[config.mk]
export PLATFORM = sky130hd
export DESIGN_NAME = utf8_to_utf16_stream_converter
export DESIGN_NICKNAME = d
export VERILOG_FILES = /design/src/rtl/u8u16_pkg.sv /design/src/rtl/u8u16_front.sv /design/src/rtl/u8u16_fifo.sv /design/src/rtl/u8u16_back.sv /design/src/rtl/utf8_to_utf16_stream_converter.sv
export SDC_FILE = /design/constraint.sdc
export NUM_CORES = 1
export LEC_CHECK = 0
export BUFFER_PORTS_ARGS = -buffer_cell sky130_fd_sc_hd__buf_2
export CORE_UTILIZATION = 60
export DETAILED_ROUTE_END_ITERATION = 7
export PLACE_DENSITY = 0.83
export SLEW_MARGIN = 40
export SYNTH_ARGS = -nofsm -noshare
export SYNTH_HDL_FRONTEND = slang
export SYNTH_HIERARCHICAL = 1
export SYNTH_SLANG_ARGS = --single-unit
[constraint.sdc]
create_clock -name clk_i -period 9.45 [get_ports clk_i]
set_input_delay 1.4175 -clock clk_i [delete_from_list [all_inputs] [get_ports clk_i]]
set_output_delay 1.4175 -clock clk_i [all_outputs]
set_load 0.03 [all_outputs]
[src/rtl/u8u16_pkg.sv]
`timescale 1ns / 1ps
// shared types and constants for the utf-8 to utf-16 stream converter
// no dependencies; imported by every module of the block

package u8u16_pkg;

  localparam int unsigned ByteW  = 8;
  localparam int unsigned UnitW  = 16;
  localparam int unsigned CountW = 8;
  localparam int unsigned CpW    = 21;

  localparam logic [1:0] KIND_UNIT    = 2'd0;
  localparam logic [1:0] KIND_END_OK  = 2'd1;
  localparam logic [1:0] KIND_END_ERR = 2'd2;

  localparam logic [CpW-1:0]   CP_MAX       = 21'h10FFFF;
  localparam logic [CpW-1:0]   CP_SURR_LOW  = 21'h00D7FF;
  localparam logic [CpW-1:0]   CP_SURR_HIGH = 21'h00E000;
  localparam logic [CpW-1:0]   CP_BMP_MAX   = 21'h00FFFF;
  localparam logic [CpW-1:0]   CP_SUPP_BASE = 21'h010000;
  localparam logic [UnitW-1:0] HI_SURR_BASE = 16'hD800;
  localparam logic [UnitW-1:0] LO_SURR_BASE = 16'hDC00;
  localparam logic [ByteW-1:0] CONT_MASK    = 8'b0011_1111;

  // work handed from the front to the back
  typedef enum logic [1:0] {
    OP_UNIT,
    OP_PAIR,
    OP_END_OK,
    OP_END_ERR
  } op_e;

  typedef struct packed {
    op_e               op;
    logic [CpW-1:0]    cp;     // code point, zero on end words
    logic [CountW-1:0] count;  // unit count after this entry
  } entry_t;

  // smallest legal code point for a given number of continuation bytes
  function automatic logic [CpW-1:0] min_cp(input logic [1:0] cont_len);
    logic [CpW-1:0] res;
    case (cont_len)
      2'd1:    res = 21'h000080;
      2'd2:    res = 21'h000800;
      2'd3:    res = 21'h010000;
      default: res = 21'h000000;
    endcase
    return res;
  endfunction

endpackage

[src/rtl/u8u16_front.sv]
`timescale 1ns / 1ps
// front part: takes input bytes, tracks sequence and capacity state, and
// hands units, pairs and end words to the queue; uses u8u16_pkg

module u8u16_front (
  input  logic                  clk_i,
  input  logic                  rst_ni,
  input  logic                  accept_i,
  input  logic [7:0]            in_byte_i,
  input  logic                  max_units_we_i,
  input  logic [7:0]            max_units_i,
  output logic                  ent_valid_o,
  output u8u16_pkg::entry_t     ent_o
);
  import u8u16_pkg::*;

  typedef enum logic [1:0] {
    MODE_NORMAL,
    MODE_ERROR,
    MODE_STOPPED
  } mode_e;

  logic [CountW-1:0] max_units_q;
  logic [1:0]        pending_q, pending_d;
  logic [1:0]        seq_len_q, seq_len_d;
  logic [CpW-1:0]    acc_q, acc_d;
  logic [CountW-1:0] used_q, used_d;
  mode_e             mode_q, mode_d;

  logic [CpW-1:0]    acc_next;
  logic [CpW-1:0]    cp_e;
  logic [1:0]        len_e;
  logic              cp_bad;
  logic [CountW:0]   used_p1, used_p2;
  logic              ent_valid;
  entry_t            ent;

  assign acc_next = {acc_q[CpW-7:0], in_byte_i[5:0] & CONT_MASK[5:0]};
  assign cp_e     = (pending_q != 2'd0) ? acc_next : {14'd0, in_byte_i[6:0]};
  assign len_e    = (pending_q != 2'd0) ? seq_len_q : 2'd0;
  assign cp_bad   = (cp_e < min_cp(len_e)) || (cp_e > CP_MAX) ||
                    ((cp_e > CP_SURR_LOW) && (cp_e < CP_SURR_HIGH));
  assign used_p1  = {1'b0, used_q} + 9'd1;
  assign used_p2  = {1'b0, used_q} + 9'd2;

  always_comb begin
    logic do_emit;
    pending_d = pending_q;
    seq_len_d = seq_len_q;
    acc_d     = acc_q;
    used_d    = used_q;
    mode_d    = mode_q;
    ent_valid = 1'b0;
    ent       = '{op: OP_UNIT, cp: cp_e, count: used_p1[CountW-1:0]};
    do_emit   = 1'b0;
    if (accept_i) begin
      if (in_byte_i == 8'd0) begin
        ent_valid = 1'b1;
        ent.cp    = '0;
        ent.count = used_q;
        if (mode_q == MODE_ERROR || (mode_q == MODE_NORMAL && pending_q != 2'd0)) begin
          ent.op = OP_END_ERR;
        end else begin
          ent.op = OP_END_OK;
        end
        pending_d = '0;
        seq_len_d = '0;
        acc_d     = '0;
        used_d    = '0;
        mode_d    = MODE_NORMAL;
      end else if (mode_q != MODE_NORMAL) begin
        // swallow bytes until the terminator
      end else if (max_units_q == 8'd0) begin
        mode_d = MODE_STOPPED;
      end else if (pending_q != 2'd0) begin
        acc_d     = acc_next;
        pending_d = pending_q - 2'd1;
        do_emit   = (pending_q == 2'd1);
      end else if (in_byte_i[7] == 1'b0) begin
        seq_len_d = 2'd0;
        do_emit   = 1'b1;
      end else if (in_byte_i[7:5] == 3'b110) begin
        seq_len_d = 2'd1;
        pending_d = 2'd1;
        acc_d     = {16'd0, in_byte_i[4:0]};
      end else if (in_byte_i[7:4] == 4'b1110) begin
        seq_len_d = 2'd2;
        pending_d = 2'd2;
        acc_d     = {17'd0, in_byte_i[3:0]};
      end else if (in_byte_i[7:3] == 5'b11110) begin
        seq_len_d = 2'd3;
        pending_d = 2'd3;
        acc_d     = {18'd0, in_byte_i[2:0]};
      end else begin
        mode_d = MODE_ERROR;
      end

      if (do_emit) begin
        if (cp_bad) begin
          mode_d = MODE_ERROR;
        end else if (cp_e <= CP_BMP_MAX) begin
          if (used_p1 < {1'b0, max_units_q}) begin
            ent_valid = 1'b1;
            used_d    = used_p1[CountW-1:0];
          end else begin
            mode_d = MODE_STOPPED;
          end
        end else begin
          // a pair goes in whole or not at all
          if (used_p2 < {1'b0, max_units_q}) begin
            ent_valid = 1'b1;
            ent.op    = OP_PAIR;
            ent.count = used_p2[CountW-1:0];
            used_d    = used_p2[CountW-1:0];
          end else begin
            mode_d = MODE_STOPPED;
          end
        end
      end
    end
  end

  always_ff @(posedge clk_i or negedge rst_ni) begin
    if (!rst_ni) begin
      max_units_q <= 8'd127;
      pending_q   <= '0;
      seq_len_q   <= '0;
      acc_q       <= '0;
      used_q      <= '0;
      mode_q      <= MODE_NORMAL;
    end else begin
      if (max_units_we_i) begin
        max_units_q <= max_units_i;
      end
      pending_q <= pending_d;
      seq_len_q <= seq_len_d;
      acc_q     <= acc_d;
      used_q    <= used_d;
      mode_q    <= mode_d;
    end
  end

  assign ent_valid_o = ent_valid;
  assign ent_o       = ent;

  a_swallow_quiet: assert property (@(posedge clk_i) disable iff (!rst_ni)
    (accept_i && in_byte_i != 8'd0 && mode_q != MODE_NORMAL) |-> !ent_valid_o)
    else $error("word queued while swallowing bytes");

  a_end_clears: assert property (@(posedge clk_i) disable iff (!rst_ni)
    (accept_i && in_byte_i == 8'd0) |=> (used_q == 8'd0 && pending_q == 2'd0))
    else $error("terminator did not clear string state");

  a_count_grows: assert property (@(posedge clk_i) disable iff (!rst_ni)
    (ent_valid_o && (ent_o.op == OP_UNIT || ent_o.op == OP_PAIR)) |=>
      used_q == $past(ent_o.count))
    else $error("unit count out of step with queued word");

endmodule

[src/rtl/u8u16_fifo.sv]
`timescale 1ns / 1ps
// short flop queue between the front and the back
// uses u8u16_pkg for the entry type

module u8u16_fifo #(
  parameter int unsigned DEPTH = 4
) (
  input  logic              clk_i,
  input  logic              rst_ni,
  input  logic              push_i,
  input  u8u16_pkg::entry_t wdata_i,
  output logic              full_o,
  input  logic              pop_i,
  output u8u16_pkg::entry_t rdata_o,
  output logic              empty_o
);
  import u8u16_pkg::*;

  localparam int unsigned PtrW = (DEPTH > 1) ? $clog2(DEPTH) : 1;
  localparam int unsigned CntW = $clog2(DEPTH + 1);
  localparam logic [PtrW-1:0] LastPtr = PtrW'(DEPTH - 1);
  localparam logic [CntW-1:0] FullCnt = CntW'(DEPTH);

  entry_t            mem_q [DEPTH];
  logic [PtrW-1:0]   wr_ptr_q, rd_ptr_q;
  logic [CntW-1:0]   count_q;
  logic              do_push, do_pop;

  assign full_o  = (count_q == FullCnt);
  assign empty_o = (count_q == '0);
  assign do_push = push_i && !full_o;
  assign do_pop  = pop_i && !empty_o;
  assign rdata_o = mem_q[rd_ptr_q];

  always_ff @(posedge clk_i) begin
    if (do_push) begin
      mem_q[wr_ptr_q] <= wdata_i;
    end
  end

  always_ff @(posedge clk_i or negedge rst_ni) begin
    if (!rst_ni) begin
      wr_ptr_q <= '0;
      rd_ptr_q <= '0;
      count_q  <= '0;
    end else begin
      if (do_push) begin
        wr_ptr_q <= (wr_ptr_q == LastPtr) ? '0 : wr_ptr_q + 1'b1;
      end
      if (do_pop) begin
        rd_ptr_q <= (rd_ptr_q == LastPtr) ? '0 : rd_ptr_q + 1'b1;
      end
      if (do_push && !do_pop) begin
        count_q <= count_q + 1'b1;
      end else if (do_pop && !do_push) begin
        count_q <= count_q - 1'b1;
      end
    end
  end

  a_count_range: assert property (@(posedge clk_i) disable iff (!rst_ni)
    count_q <= FullCnt)
    else $error("queue count beyond depth");

  a_count_up: assert property (@(posedge clk_i) disable iff (!rst_ni)
    (do_push && !do_pop) |=> count_q == $past(count_q) + 1'b1)
    else $error("queue count did not follow a push");

  a_ptr_gap: assert property (@(posedge clk_i) disable iff (!rst_ni)
    (count_q == '0) |-> (wr_ptr_q == rd_ptr_q))
    else $error("empty queue with pointers apart");

endmodule

[src/rtl/u8u16_back.sv]
`timescale 1ns / 1ps
// back part: takes queued words, splits pairs into surrogates and holds the
// current result in an output register; uses u8u16_pkg

module u8u16_back (
  input  logic              clk_i,
  input  logic              rst_ni,
  input  logic              q_empty_i,
  input  u8u16_pkg::entry_t q_data_i,
  output logic              q_pop_o,
  output logic [15:0]       code_unit_o,
  output logic [1:0]        result_kind_o,
  output logic [7:0]        unit_count_o,
  output logic              last_o,
  output logic              empty_o,
  input  logic              pop_i
);
  import u8u16_pkg::*;

  logic              out_valid_q;
  logic [UnitW-1:0]  unit_q;
  logic [1:0]        kind_q;
  logic [CountW-1:0] count_q;
  logic              last_q;
  logic              second_q;   // low surrogate still to show
  logic [UnitW-1:0]  lo_unit_q;
  logic [CountW-1:0] lo_count_q;

  logic              load;
  logic [19:0]       supp;

  assign load    = !out_valid_q || pop_i;
  assign q_pop_o = load && !second_q && !q_empty_i;
  assign supp    = 20'(q_data_i.cp - CP_SUPP_BASE);

  always_ff @(posedge clk_i or negedge rst_ni) begin
    if (!rst_ni) begin
      out_valid_q <= 1'b0;
      second_q    <= 1'b0;
    end else if (load) begin
      if (second_q) begin
        out_valid_q <= 1'b1;
        second_q    <= 1'b0;
      end else if (!q_empty_i) begin
        out_valid_q <= 1'b1;
        second_q    <= (q_data_i.op == OP_PAIR);
      end else begin
        out_valid_q <= 1'b0;
      end
    end
  end

  always_ff @(posedge clk_i) begin
    if (load) begin
      if (second_q) begin
        unit_q  <= lo_unit_q;
        kind_q  <= KIND_UNIT;
        count_q <= lo_count_q;
        last_q  <= 1'b1;
      end else if (!q_empty_i) begin
        case (q_data_i.op)
          OP_UNIT: begin
            unit_q  <= q_data_i.cp[UnitW-1:0];
            kind_q  <= KIND_UNIT;
            count_q <= q_data_i.count;
            last_q  <= 1'b1;
          end
          OP_PAIR: begin
            unit_q     <= HI_SURR_BASE + {6'd0, supp[19:10]};
            kind_q     <= KIND_UNIT;
            count_q    <= q_data_i.count - 8'd1;
            last_q     <= 1'b0;
            lo_unit_q  <= LO_SURR_BASE + {6'd0, supp[9:0]};
            lo_count_q <= q_data_i.count;
          end
          OP_END_OK: begin
            unit_q  <= '0;
            kind_q  <= KIND_END_OK;
            count_q <= q_data_i.count;
            last_q  <= 1'b1;
          end
          default: begin
            unit_q  <= '0;
            kind_q  <= KIND_END_ERR;
            count_q <= q_data_i.count;
            last_q  <= 1'b1;
          end
        endcase
      end
    end
  end

  assign empty_o       = !out_valid_q;
  assign code_unit_o   = unit_q;
  assign result_kind_o = kind_q;
  assign unit_count_o  = count_q;
  assign last_o        = last_q;

  a_pair_first: assert property (@(posedge clk_i) disable iff (!rst_ni)
    second_q |-> (out_valid_q && !last_q && kind_q == KIND_UNIT))
    else $error("low surrogate pending without high surrogate shown");

  a_high_surr: assert property (@(posedge clk_i) disable iff (!rst_ni)
    (out_valid_q && !last_q) |-> (unit_q[15:10] == 6'b110110))
    else $error("non-final word is not a high surrogate");

  a_end_word: assert property (@(posedge clk_i) disable iff (!rst_ni)
    (out_valid_q && kind_q != KIND_UNIT) |-> (unit_q == '0 && last_q))
    else $error("end word carries a unit");

endmodule

[src/rtl/utf8_to_utf16_stream_converter.sv]
`timescale 1ns / 1ps
// utf-8 to utf-16 stream converter, top level
// uses u8u16_pkg, u8u16_front, u8u16_fifo and u8u16_back
//
// usage:
//   input queue side: drive in_byte_i and raise push; a byte is taken at an
//   edge where push is high and full is low. a zero byte ends the string.
//   result queue side: while empty is low the oldest word sits on
//   code_unit_o, result_kind_o, unit_count_o and last_o; it leaves at an
//   edge where pop is high. a pair takes two words, the high surrogate first.
//   max_units_we_i writes max_units_i as the capacity (reset value 127).
// timing:
//   a byte that gives a word enters the word queue as it is taken, then the
//   output register once that is free; the low surrogate of a pair takes the
//   ports at the edge where the high one leaves. one byte per cycle is taken
//   while the queue of QDEPTH words has room; results drain at one word per
//   cycle while pop is high, and a four-byte sequence gives at most two
//   words, so a receiver that pops every cycle never slows the input.
// reset clears the string state, the word queue and the output register and
// sets the capacity to 127.
// a receiver that holds pop low keeps its word on the ports; the queue then
// fills and full rises, after which bytes are refused until words drain.

module utf8_to_utf16_stream_converter #(
  parameter int unsigned QDEPTH = 4
) (
  input  logic        clk_i,
  input  logic        rst_ni,
  input  logic        push,
  output logic        full,
  input  logic [7:0]  in_byte_i,
  input  logic        max_units_we_i,
  input  logic [7:0]  max_units_i,
  output logic        empty,
  input  logic        pop,
  output logic [15:0] code_unit_o,
  output logic [1:0]  result_kind_o,
  output logic [7:0]  unit_count_o,
  output logic        last_o
);
  import u8u16_pkg::*;

  logic   accept;
  logic   ent_valid;
  entry_t ent;
  logic   q_full, q_empty, q_pop;
  entry_t q_data;

  assign full   = q_full;
  assign accept = push && !q_full;

  u8u16_front u_front (
    .clk_i          (clk_i),
    .rst_ni         (rst_ni),
    .accept_i       (accept),
    .in_byte_i      (in_byte_i),
    .max_units_we_i (max_units_we_i),
    .max_units_i    (max_units_i),
    .ent_valid_o    (ent_valid),
    .ent_o          (ent)
  );

  u8u16_fifo #(
    .DEPTH (QDEPTH)
  ) u_fifo (
    .clk_i   (clk_i),
    .rst_ni  (rst_ni),
    .push_i  (ent_valid),
    .wdata_i (ent),
    .full_o  (q_full),
    .pop_i   (q_pop),
    .rdata_o (q_data),
    .empty_o (q_empty)
  );

  u8u16_back u_back (
    .clk_i         (clk_i),
    .rst_ni        (rst_ni),
    .q_empty_i     (q_empty),
    .q_data_i      (q_data),
    .q_pop_o       (q_pop),
    .code_unit_o   (code_unit_o),
    .result_kind_o (result_kind_o),
    .unit_count_o  (unit_count_o),
    .last_o        (last_o),
    .empty_o       (empty),
    .pop_i         (pop)
  );

endmodule

### Yosys cells after proc, flatten, opt, wreduce, memory -nomap -nowiden

Memory sizes are Yosys's and may differ from the RTL's.
Cells that the tools add are included.

* output and inout port bits: 29
* memories kept: 1
* RAM bits: 124
* register bits after elaboration: 97

* add/sub/neg operators: 11
* $lt $le $gt $ge: 7
* equal/unequal tests: 18
* reduce and logical (&&, ||, !) cells: 34
* bitwise gates (word level): 2
* multiplexer cells: 87

Memory list
* u_fifo.mem_q: words 4, width 31, rd ports 1, clocked after Yosys merged registers in 0, write ports 1, line u8u16_fifo.sv:24 `entry_t mem_q [DEPTH];`

Operator list (number)
* $mux 15: 8
* $mux 8: 13
* $mux 2: 34
* $mux 31: 2
* $pmux 17 s3: 1
* $add 15x11->16 const A: 2
* $mux 16: 2
* $pmux 16 s2: 1
* $mux 1: 22
* $gt 21x16->1 const B: 1
* $gt 21x21->1 const B: 1
* $le 21x16->1 const B: 1
* $lt 21x16->1 const B: 1
* $lt 21x17->1: 1
* $mux 21: 1
* $sub 20x17->20 const B: 1
* $lt 9x8->1: 2
* $logic_not 8->1: 2
* $eq 2x2->1 const B: 5
* $reduce_and 5->1: 2
* $add 8x1->9 const B: 1
* $add 8x2->9 const B: 1
* $logic_and 1x1->1: 9
* $eq 2x1->1 const B: 4
* other kinds (24): 41

### Longest topological paths before layout

Gate-level depths: netlist (run 1).

* word-level depth: 15
* gate-level depth with buffers: 20
* gate-level depth less buffers: 19

### Hierarchy

The synthesis (run 1) kept the hierarchy.

By module, submodules not included
* u8u16_fifo: instances 1, sequential area each 3898.7 um^2, area each 4908.5 um^2, cells each 199
* u8u16_front: instances 1, sequential area each 934.6 um^2, area each 3148.0 um^2, cells each 383
* u8u16_back: instances 1, sequential area each 1401.3 um^2, area each 2045.7 um^2, cells each 157
* utf8_to_utf16_stream_converter: instances 1, sequential area each 0.0 um^2, area each 13.8 um^2, cells each 1

### Worst setup path before layout (run 1)

OpenSTA, ideal clock, no wires.

* kind: input-to-reg
* start point: input in_byte_i[7]
* end point: memory u_fifo/mem_q[0][0] in the netlist's numbering (enable)
* data required time: 9.059 ns
* path buffers: 3
* setup slack: 5.454 ns
* library setup time: 0.391 ns
* arrival time: 3.605 ns
* stages: 9
* path through: buf_2 -> nor4_1 -> and2_2 -> clkinv_1 -> clkbuf_1 -> a21oi_1 -> nor2b_1 -> buf_2 -> and2_1

* longest elaborated chain between the ends: 11

Ends and longest elaborated chain
* start, declared: line utf8_to_utf16_stream_converter.sv:31 `input logic [7:0] in_byte_i,`
* $mux 1: line u8u16_front.sv:79 `end else if (in_byte_i[7] == 1'b0) begin`
* $mux 1: line u8u16_front.sv:75 `end else if (pending_q != 2'd0) begin`
* $mux 1: line u8u16_front.sv:73 `end else if (max_units_q == 8'd0) begin`
* $mux 1: line u8u16_front.sv:71 `end else if (mode_q != MODE_NORMAL) begin`
* $mux 1: line u8u16_front.sv:57 `if (in_byte_i == 8'd0) begin`
* $mux 1: line u8u16_front.sv:56 `if (accept_i) begin`
* $mux 1 *: line u8u16_front.sv:98 `if (do_emit) begin`
* $mux 1 *: line u8u16_front.sv:56
* net ent_valid: line utf8_to_utf16_stream_converter.sv:44 `logic ent_valid;`
* $logic_and 1x1->1 *: line u8u16_fifo.sv:31 `assign do_push = push_i && !full_o;`
* net u_fifo.do_push: line u8u16_fifo.sv:27 `logic do_push, do_pop;`
* $mux 1 *: line u8u16_fifo.sv:36 `if (do_push) begin`
* $mux 1 (implied by the code) *: line u8u16_fifo.sv:37 `mem_q[wr_ptr_q] <= wdata_i;`
* end, declared: line u8u16_fifo.sv:24

The timed path passes the listed nets; every way through them passes the cells marked *. The select of a mux whose other input is x is not followed.

### Worst setup path in the final report (run 1)

* start point: register u_front.used_q[2]
* end point: register u_fifo.count_q[2]

* longest elaborated chain between the ends: 11

Ends and longest elaborated chain
* start, declared: line u8u16_front.sv:27 `logic [CountW-1:0] used_q, used_d;`
* start signal, assigned: line u8u16_front.sv:138 `used_q <= used_d;`
* $add 8x2->9 or $add 8x1->9 (tied branches): line u8u16_front.sv:44, u8u16_front.sv:43
* $lt 9x8->1, on equally long branches: line u8u16_front.sv:110, u8u16_front.sv:102
* $mux 1, on equally long branches: line u8u16_front.sv:110, u8u16_front.sv:102
* $mux 1 *: line u8u16_front.sv:101 `end else if (cp_e <= CP_BMP_MAX) begin`
* $mux 1 *: line u8u16_front.sv:99 `if (cp_bad) begin`
* $mux 1 *: line u8u16_front.sv:98
* $mux 1 *: line u8u16_front.sv:56
* net ent_valid: line utf8_to_utf16_stream_converter.sv:44
* $logic_and 1x1->1 *: line u8u16_fifo.sv:31
* $logic_not 1->1: line u8u16_fifo.sv:55 `end else if (do_pop && !do_push) begin`
* $logic_and 1x1->1: line u8u16_fifo.sv:55
* $reduce_bool 2->1 (no source line)
* end signal, assigned: line u8u16_fifo.sv:54 `count_q <= count_q + 1'b1;`
* end signal, assigned: line u8u16_fifo.sv:56 `count_q <= count_q - 1'b1;`
* end, declared: line u8u16_fifo.sv:26 `logic [CntW-1:0] count_q;`

The timed path passes the listed nets; every way through them passes the cells marked *.
A chain may end at the register's enable or synchronous reset.

==> flow_summary.toml, run 1 <==
[run_status]
status = "completed"

[detailed_routing]
routed.top_layer = "met4"
route.met2.wl_um = 10000
avgViaCountPerCell = 6.30
ant_nets = 0
wl_per_cell_um = 20.6
first_pass_iters = 6
first_iter_violations = 613
drt-met1-wl_um = 8710
drc = 0
via_count = 6338
wl_met3_um = 1390
wl_um = 20700

[worst_setup_path]
crit_path_cell_trace = "ha_1, nand3_1, nor2_1, nand2_1, xnor2_1, ha_1, a2111oi_0, o21a_1, o21ai_0, a21oi_1, o21ai_0, a21oi_1, nor2b_1, ha_1, inv_1, fa_1, xor2_1, nor2_1, xor2_1"
startpoint = "u_front/used_q[2]$_DFFE_PN0P_"
crit_family = "compound AO/OA/AOI/OAI gates"
r2r_slack_ns = 4.75
path_depth = 19
endpoint_kind = "register"
worst_ep_arrival_time_ns = 5.12
critPathKind = "reg -> reg"
worst-path-buf-inv = 1
path_max_fanout = 13
cp_common_cell = "ha_1"
slowest_stage = "dfrtp_1"
ff2ff_path_depth = 19
slowest_delay_ns = 0.61
endpoint = "u_fifo/count_q[2]$_DFFE_PN0P_"
regToRegEndpoint = "u_fifo/count_q[2]$_DFFE_PN0P_"
r2r-start = "u_front/used_q[2]$_DFFE_PN0P_"
worstSetupStartpointType = "register"
required_ns = 9.87

[power]
ir_worst_vdd_uv = 210
p_per_area_mw_per_mm2 = 321
power_uw = 3530
leakage_uw = 0.00411

[final_layout]
fillCellCount = 1095
mostFrequentLayoutCell = "edfxtp_1"
final_cell_mix = "edfxtp_1 (165), nand2_1 (77), o21ai_0 (50), buf_2 (48), dfrtp_1 (38)"
diodes = 0
post-route-util = 0.685
drive_gt1_frac = 0.208
area_delta_synth_final_pct = 10.4
nets = 826

[clock_tree]
htree_levels = 1
postCtsHoldBufs = 0
cts_buffer_depth = 3
clk_pin_slew_worst_paths_ns = 0.06
cts_repair_resize_count = 0
cts-root-buf = "clkbuf_16"
clock_sinks = 211
cts_setup_buffers = 0
clk_latency_ns = 0.50
cts_made_buffers = 21
cts_tree = "yes"

[global_route]
grt_max_degree = 47
overflow = 0
antenna_found_initial = 0
grt_pass1_wl_um = 33800
grt_usage = 0.263
grt_pass1_vias = 6259

[die]
io_pins = 50
die-area_sq_mm = 0.0171
start_util = 0.621
dieHeight_um = 131
row_count = 46
die_x_um = 131
core_area_sq_mm = 0.0161

[logic_synthesis]
avgSynthCellArea_sq_um = 13.6
netlist_area_sq_mm = 0.00997
yosysWarnings = 6
syn_nets = 785
synthCells = 734

[timing]
fin_crit_ns = 4.70
timing.fmax_mhz = 213
finalHoldViolations = 0
drv_slew = 0
skew_ns = 0.00876
tns_ns = 0
maxSlewHeadroom = 0.459
finalSetupViolCount = 0
rsz0062_at_grt = "false"
setup_ws_ns = 4.75
worstMarginPinSlew_ns = 0.812
whs_ns = 0.526
period_share = 0.497

[hold_path]
min_path_type = "reg -> reg"
hold_start = "u_fifo/count_q[2]$_DFFE_PN0P_"

[placement]
gp_congestion = 0.965
pre_cts_ws_ns = 4.61
io_buffer_count = 49
hpwl_um = 14100

[job]
cap_violations = 0
-- how the worst min path moves through the flow --
| stage | to | cells after the start | slack, ns |
|---|---|---|---|
| CTS | u_fifo/count_q[2]$_DFFE_PN0P_ | 1 | 0.53 |
| floorplan | u_front/acc_q[10]$_DFFE_PN0P_ | 2 | 0.46 |
| detailed placement | u_fifo/count_q[2]$_DFFE_PN0P_ | 1 | 0.52 |
| global route | u_fifo/count_q[2]$_DFFE_PN0P_ | 1 | 0.54 |
| finish | u_fifo/count_q[2]$_DFFE_PN0P_ | 1 | 0.53 |
| global placement | u_front/acc_q[10]$_DFFE_PN0P_ | 2 | 0.50 |
-- power breakdown --
part,internal [uW],leakage [uW],switching [uW]
logic,521,0.00173,843
registers,1270,0.00209,145
clock network,422,0.000295,332
-- layout make-up --
cell class,instances,area (sq um),share of cell area
Tap cell,216,270,0.0246
Sequential cell,211,6120,0.556
Timing Repair Buffer,60,330,0.0300
Clock buffer,30,569,0.0518
Multi-Input combinational cell,453,3560,0.324
Inverter,28,105,0.00956
Clock inverter,8,50.0,0.00455
-- state kept, by name, summed over array words and instances, names as in the netlist, 3 cells and up --
| register | count |
|---|---|
| u_fifo/mem_q | 120 |
| u_back/code_unit_o | 16 |
| u_front/acc_q | 15 |
| u_back/lo_unit_q | 10 |
| u_back/lo_count_q | 8 |
| u_back/unit_count_o | 8 |
| u_front/max_units_q | 8 |
| u_front/used_q | 8 |
| u_fifo/count_q | 3 |
-- routing by layer --
layer,GRT usage,vias up
li1,-,2882
met1,0.361,3121
met2,0.440,287
met3,0.0391,48
met4,0.0798,0
met5,0,-
-- metrics by stage --
step           cell area [sq um]  std cells
3_5_place_dp               10400        968
3_3_place_gp               10400        968
5_1_grt                    11000       1006
2_1_floorplan               9970        734
4_1_cts                    11000       1006
6_report                   11000       1006
-- worst reg2reg max path, cell delays in order (launching register included) --
cell and delay, ns:
dfrtp_1 0.61, ha_1 0.26, nand3_1 0.09, nor2_1 0.26
nand2_1 0.15, xnor2_1 0.18, ha_1 0.20, a2111oi_0 0.45
o21a_1 0.18, o21ai_0 0.10, a21oi_1 0.20, o21ai_0 0.10
a21oi_1 0.24, nor2b_1 0.50, ha_1 0.28, inv_1 0.06
fa_1 0.37, xor2_1 0.15, nor2_1 0.11, xor2_1 0.15
Note: power is estimated with default switching activity, not from simulation.
==> inputs of run 2 (changes only) <==
--- a/config.mk
+++ b/config.mk
@@ -6,9 +6,9 @@
 export NUM_CORES = 1
 export LEC_CHECK = 0
 export BUFFER_PORTS_ARGS = -buffer_cell sky130_fd_sc_hd__buf_2
-export CORE_UTILIZATION = 60
+export CORE_UTILIZATION = 56
 export DETAILED_ROUTE_END_ITERATION = 7
-export PLACE_DENSITY = 0.83
+export PLACE_DENSITY = 0.82
 export SLEW_MARGIN = 40
 export SYNTH_ARGS = -nofsm -noshare
 export SYNTH_HDL_FRONTEND = slang
==> constraint.sdc (replaced) <==
create_clock -name clk_i -period 4.32 [get_ports clk_i]
set_input_delay 0.648 -clock clk_i [delete_from_list [all_inputs] [get_ports clk_i]]
set_output_delay 0.648 -clock clk_i [all_outputs]
set_load 0.03 [all_outputs]
==> run 2 against run 1 <==
Effect of this change:
- flip-flop and latch count did not move
- core utilization fell by 3.4 points
- first-iteration DRC count rose by 4.7%
- register-to-register slack got worse by 4.4 ns
- sequential share of layout area fell by 1.4 points
- worst setup slack got worse by 4.4 ns
- design area rose by 2.7%
- sequential power rose by 120%
- via count rose by 0.35%
- clock skew rose by 0.016 ns
- final cell count rose by 2.6%
- worst hold slack got worse by 0.37 ns
==> flow_summary.toml, run 2 (same netlist as run 1, synthesis figures left out) <==
[run_status]
status = "completed"

[final_layout]
drive_gt1_frac = 0.232
fillCellCount = 1219
stdcell_area_sq_mm = 0.0113
final_cell_mix = "edfxtp_1 (165), nand2_1 (77), o21ai_0 (50), buf_2 (48), dfrtp_1 (37)"
area_delta_synth_final_pct = 13.3
diodes = 0
largest_reg_flops = 120
largest_register = "u_fifo/mem_q"
post-route-util = 0.651
mostFrequentLayoutCell = "edfxtp_1"
nets = 842

[detailed_routing]
wl_met3_um = 1400
via_count = 6360
avgViaCountPerCell = 6.16
drt-met1-wl_um = 8990
wl_um = 21800
first_pass_iters = 5
ant_nets = 0
route.met2.wl_um = 10900
first_iter_violations = 642
drc = 0
wl_per_cell_um = 21.1
routed.top_layer = "met4"

[die]
die_x_um = 135
core_area_sq_mm = 0.0174
start_util = 0.574
io_pins = 50
die-area_sq_mm = 0.0183
row_count = 48
dieHeight_um = 135

[power]
pwr-share-clk = 0.233
swShare = 0.368
ir_worst_vdd_uv = 507
leakage_uw = 0.00425
p_per_area_mw_per_mm2 = 717
p_int_uw = 5110
p_sw_uw = 2980
power_frac_comb = 0.383
seq_power_share = 0.384

[timing]
setup_ws_ns = 0.369
period_share = 0.915
finalHoldViolations = 0
tns_ns = 0
worstMarginPinSlew_ns = 0.748
drv_slew = 0
fin_crit_ns = 3.95
maxSlewHeadroom = 0.499
skew_ns = 0.0252
rsz0062_at_grt = "false"
timing.fmax_mhz = 253
finalSetupViolCount = 0
whs_ns = 0.156

[clock_tree]
cts_setup_buffers = 0
clk_pin_slew_worst_paths_ns = 0.06
cts_buffer_depth = 3
clk_latency_ns = 0.52
cts_repair_resize_count = 0
cts_tree = "yes"
htree_levels = 1
clock_sinks = 211
cts-root-buf = "clkbuf_16"
cts_made_buffers = 22
postCtsHoldBufs = 0

[global_route]
grt_usage = 0.250
grt_pass1_vias = 6479
grt_max_degree = 47
overflow = 0
antenna_found_initial = 0
grt_pass1_wl_um = 34700

[placement]
pre_cts_ws_ns = 0.295
io_buffer_count = 49
gp_congestion = 0.968
hpwl_um = 14500
dpl_cell_area_sq_mm = 0.0106

[worst_setup_path]
worst_ep_arrival_time_ns = 4.39
critPathKind = "reg -> reg"
worstSetupStartpointType = "register"
required_ns = 4.76
endpoint_kind = "register"
path_max_fanout = 7

[hold_path]
min_path_type = "in -> async"

[job]
cap_violations = 0
==> run 2: cell types whose count changed in the layout (fill, tap and decap cells not counted), sizes merged <==
cell,delta
clkinv,+5
clkbuf,-5
bufinv,+3
inv,-1
buf,+15
==> run 2: metrics by stage <==
stage	cells	total power [uW]
after floorplan	734	5300
after global placement	992	6030
after detailed placement	992	6160
after CTS	1032	8090
after global routing	1032	8520
final	1032	8090
==> run 2: layout make-up <==
cell class	count	area, sq um	share of cell area
tap	225	282	0.0249
timing repair buffer	75	493	0.0437
multi-input combinational	453	3570	0.316
clock inverter	15	160	0.0142
sequential	211	6120	0.542
inverter	28	105	0.00931
clock buffer	25	562	0.0498
==> run 2: worst paths after layout <==
path / from / end / slack [ns] / depth (start not counted)
max in group asynchronous: rst_ni / u_fifo/rd_ptr_q[0]$_DFFE_PN0P_ / 3.73 / 1
worst min-delay path: rst_ni / u_back/second_q$_DFFE_PN0N_ / 0.16 / 1
worst min register to register: u_front/acc_q[10]$_DFFE_PN0P_ / u_front/acc_q[10]$_DFFE_PN0P_ / 0.51 / 2
worst max register to register: u_front/used_q[1]$_DFFE_PN0P_ / u_fifo/count_q[2]$_DFFE_PN0P_ / 0.37 / 19
worst max-delay path: u_front/used_q[1]$_DFFE_PN0P_ / u_fifo/count_q[2]$_DFFE_PN0P_ / 0.37 / 19
min in group clk_i: pop / u_back/out_valid_q$_DFFE_PN0N_ / 0.36 / 2
==> run 2: per-layer routing <==
layer,GRT usage,up-vias
met2,0.424,267
li1,-,2902
met3,0.0382,44
met1,0.331,3147
met5,0,-
met4,0.0805,0
==> run 2: critical path, stage by stage, from the launching register on <==
cell and delay, ns:
dfrtp_1 0.49, ha_1 0.23, nand3_1 0.08, nor2_1 0.16, buf_4 0.15, xor2_1 0.16
ha_1 0.28, a21oi_1 0.16, o21a_1 0.18, o31ai_1 0.13, nor3_2 0.24, o21ai_0 0.15
a21oi_1 0.21, nor2b_1 0.22, ha_1 0.20, inv_1 0.06, fa_1 0.37, xor2_1 0.15
nor2_1 0.11, xor2_1 0.17
==> run 2: power groups by stage <==
stage,Clock [uW],Sequential [uW],Combinational [uW]
after CTS,1910,3110,3070
after floorplan,0,3270,2040
after global routing,1980,3150,3380
after global placement,0,3110,2920
final,1890,3110,3100
after detailed placement,0,3140,3020
==> inputs of run 3 (changes only) <==
--- a/config.mk
+++ b/config.mk
@@ -6,9 +6,10 @@
 export NUM_CORES = 1
 export LEC_CHECK = 0
 export BUFFER_PORTS_ARGS = -buffer_cell sky130_fd_sc_hd__buf_2
-export CORE_UTILIZATION = 56
+export CORE_UTILIZATION = 58
+export CTS_BUF_LIST = sky130_fd_sc_hd__clkbuf_8
 export DETAILED_ROUTE_END_ITERATION = 7
-export PLACE_DENSITY = 0.82
+export PLACE_DENSITY = 0.83
 export SLEW_MARGIN = 40
 export SYNTH_ARGS = -nofsm -noshare
 export SYNTH_HDL_FRONTEND = slang
==> run 3 against run 2 <==
Effect of this change:
- clock power shrank 16%
- maximum frequency shrank 1.5%
- design area shrank 0.62%
- power shrank 3.7%
- clock skew grew 0.0064 ns
- register-to-register slack lost 0.06 ns
- worst setup slack lost 0.062 ns
- critical path type unchanged
==> flow_summary.toml, run 3 (same netlist as run 1, synthesis figures left out) <==
[clock_tree]
cts_setup_buffers = 0
cts_made_buffers = 35
cts-root-buf = "clkbuf_8"
cts_repair_resize_count = 0
clock_sinks = 211
postCtsHoldBufs = 0
clk_pin_slew_worst_paths_ns = 0.06
cts_tree = "yes"
cts_buffer_depth = 3
htree_levels = 2
clk_latency_ns = 0.53

[die]
dieHeight_um = 133
core_area_sq_mm = 0.0167
die_x_um = 133
row_count = 47
start_util = 0.597
io_pins = 50
die-area_sq_mm = 0.0177

[detailed_routing]
avgViaCountPerCell = 6.15
wl_um = 20900
first_iter_violations = 682
wl_per_cell_um = 19.9
route.met2.wl_um = 10000
wl_met3_um = 1630
drt-met1-wl_um = 8570
drc = 0
ant_nets = 0
routed.top_layer = "met4"
via_count = 6474
first_pass_iters = 6

[timing]
drv_slew = 0
fin_crit_ns = 4.01
timing.fmax_mhz = 249
finalSetupViolCount = 0
worstMarginPinSlew_ns = 0.827
rsz0062_at_grt = "false"
tns_ns = 0
maxSlewHeadroom = 0.444
skew_ns = 0.0316
period_share = 0.929
finalHoldViolations = 0

[global_route]
grt_pass1_wl_um = 33600
grt_max_degree = 47
grt_usage = 0.246
overflow = 0
grt_pass1_vias = 6366
antenna_found_initial = 0

[worst_setup_path]
cp_common_cell = "ha_1"
ff2ff_path_depth = 19
r2r_slack_ns = 0.31
r2r-start = "u_front/used_q[1]$_DFFE_PN0P_"
slowest_delay_ns = 0.49
crit_path_cell_trace = "ha_1, nand3_1, nor2_1, nand2_1, xnor2_1, ha_1, a2111oi_0, o21a_1, o21ai_0, a21oi_1, o21ai_0, a21oi_1, nor2b_1, ha_1, inv_1, fa_1, xor2_1, nor2_1, xor2_1"
critPathKind = "reg -> reg"
required_ns = 4.77
path_max_fanout = 4
slowest_stage = "a2111oi_0"
worst_ep_arrival_time_ns = 4.47
endpoint_kind = "register"
regToRegEndpoint = "u_fifo/count_q[2]$_DFFE_PN0P_"
worstSetupStartpointType = "register"

[final_layout]
largest_reg_flops = 120
nets = 858
drive_gt1_frac = 0.244
mostFrequentLayoutCell = "edfxtp_1"
fin_cells = 1052
final_cell_mix = "edfxtp_1 (165), nand2_1 (77), o21ai_0 (50), buf_2 (48), clkbuf_8 (39)"
largest_register = "u_fifo/mem_q"
area_delta_synth_final_pct = 12.6
diodes = 0

[power]
ir_worst_vdd_uv = 404
power_uw = 7790
leakage_uw = 0.00429
p_per_area_mw_per_mm2 = 694

[placement]
dp.cells = 990
io_buffer_count = 49
hpwl_um = 14600
gp_congestion = 1.00

[job]
cap_violations = 0

[run_status]
status = "completed"

[hold_path]
min_path_type = "in -> async"
[run 3: cell count changes in the layout (fill, tap and decap cells not counted), moves of 2 or more]
cell	delta
clkbuf_16	-22
clkbuf_8	+39
inv_1	+10
buf_4	+3
bufinv_16	-3
clkinv_2	+2
clkbuf_1	-3
[run 3: through the flow]
stage                util  cell area (sq um)  hold WS, ns  setup WS (ns)
finish              0.672              11200        0.155          0.307
floorplan               -               9970        0.352          0.325
global route        0.672              11200        0.183        0.00302
CTS                 0.671              11200        0.154          0.194
detailed placement  0.633              10600        0.512          0.195
global placement    0.633              10600        0.485          0.356
[run 3: critical path: cells and delay by family, from the launching register on]
family	cells	cell delay, ns
buf+inv	1	0.07
xor+xnor	3	0.47
fa+ha+maj	4	1.00
simple gates	5	0.74
compound gates	6	1.28
flops	1	0.41
[run 3: worst max path at each step]
stage	start	end	slack [ns]	depth (start not counted)
2_1_floorplan	u_fifo/rd_ptr_q[0]$_DFFE_PN0P_	u_back/lo_count_q[0]$_DFFE_PP_	0.32	6
3_3_place_gp	u_front/used_q[1]$_DFFE_PN0P_	u_fifo/count_q[2]$_DFFE_PN0P_	0.36	17
3_5_place_dp	u_front/used_q[1]$_DFFE_PN0P_	u_fifo/count_q[2]$_DFFE_PN0P_	0.19	17
4_1_cts	u_front/used_q[1]$_DFFE_PN0P_	u_fifo/count_q[2]$_DFFE_PN0P_	0.19	17
5_1_grt	u_front/used_q[1]$_DFFE_PN0P_	u_fifo/count_q[2]$_DFFE_PN0P_	0.003	19
6_report	u_front/used_q[1]$_DFFE_PN0P_	u_fifo/count_q[2]$_DFFE_PN0P_	0.31	19
[run 3: layout make-up]
class,instances,area [sq um]
Sequential cell,211,6120
Clock inverter,23,105
Clock buffer,39,537
Inverter,28,105
Tap cell,220,275
Fill cell,1178,5480
Timing Repair Buffer,78,515
Multi-Input combinational cell,453,3570
[run 3: power breakdown]
part	switching [uW]	total (uW)	internal (uW)
combinational	1910	3140	1220
clock	756	1590	833
sequential	284	3070	2780
[run 3: layer usage]
layer	vias to the layer above	track usage
li1	2949	-
met1	3153	0.333
met2	311	0.393
met3	61	0.0502
met4	0	0.0979
met5	-	0
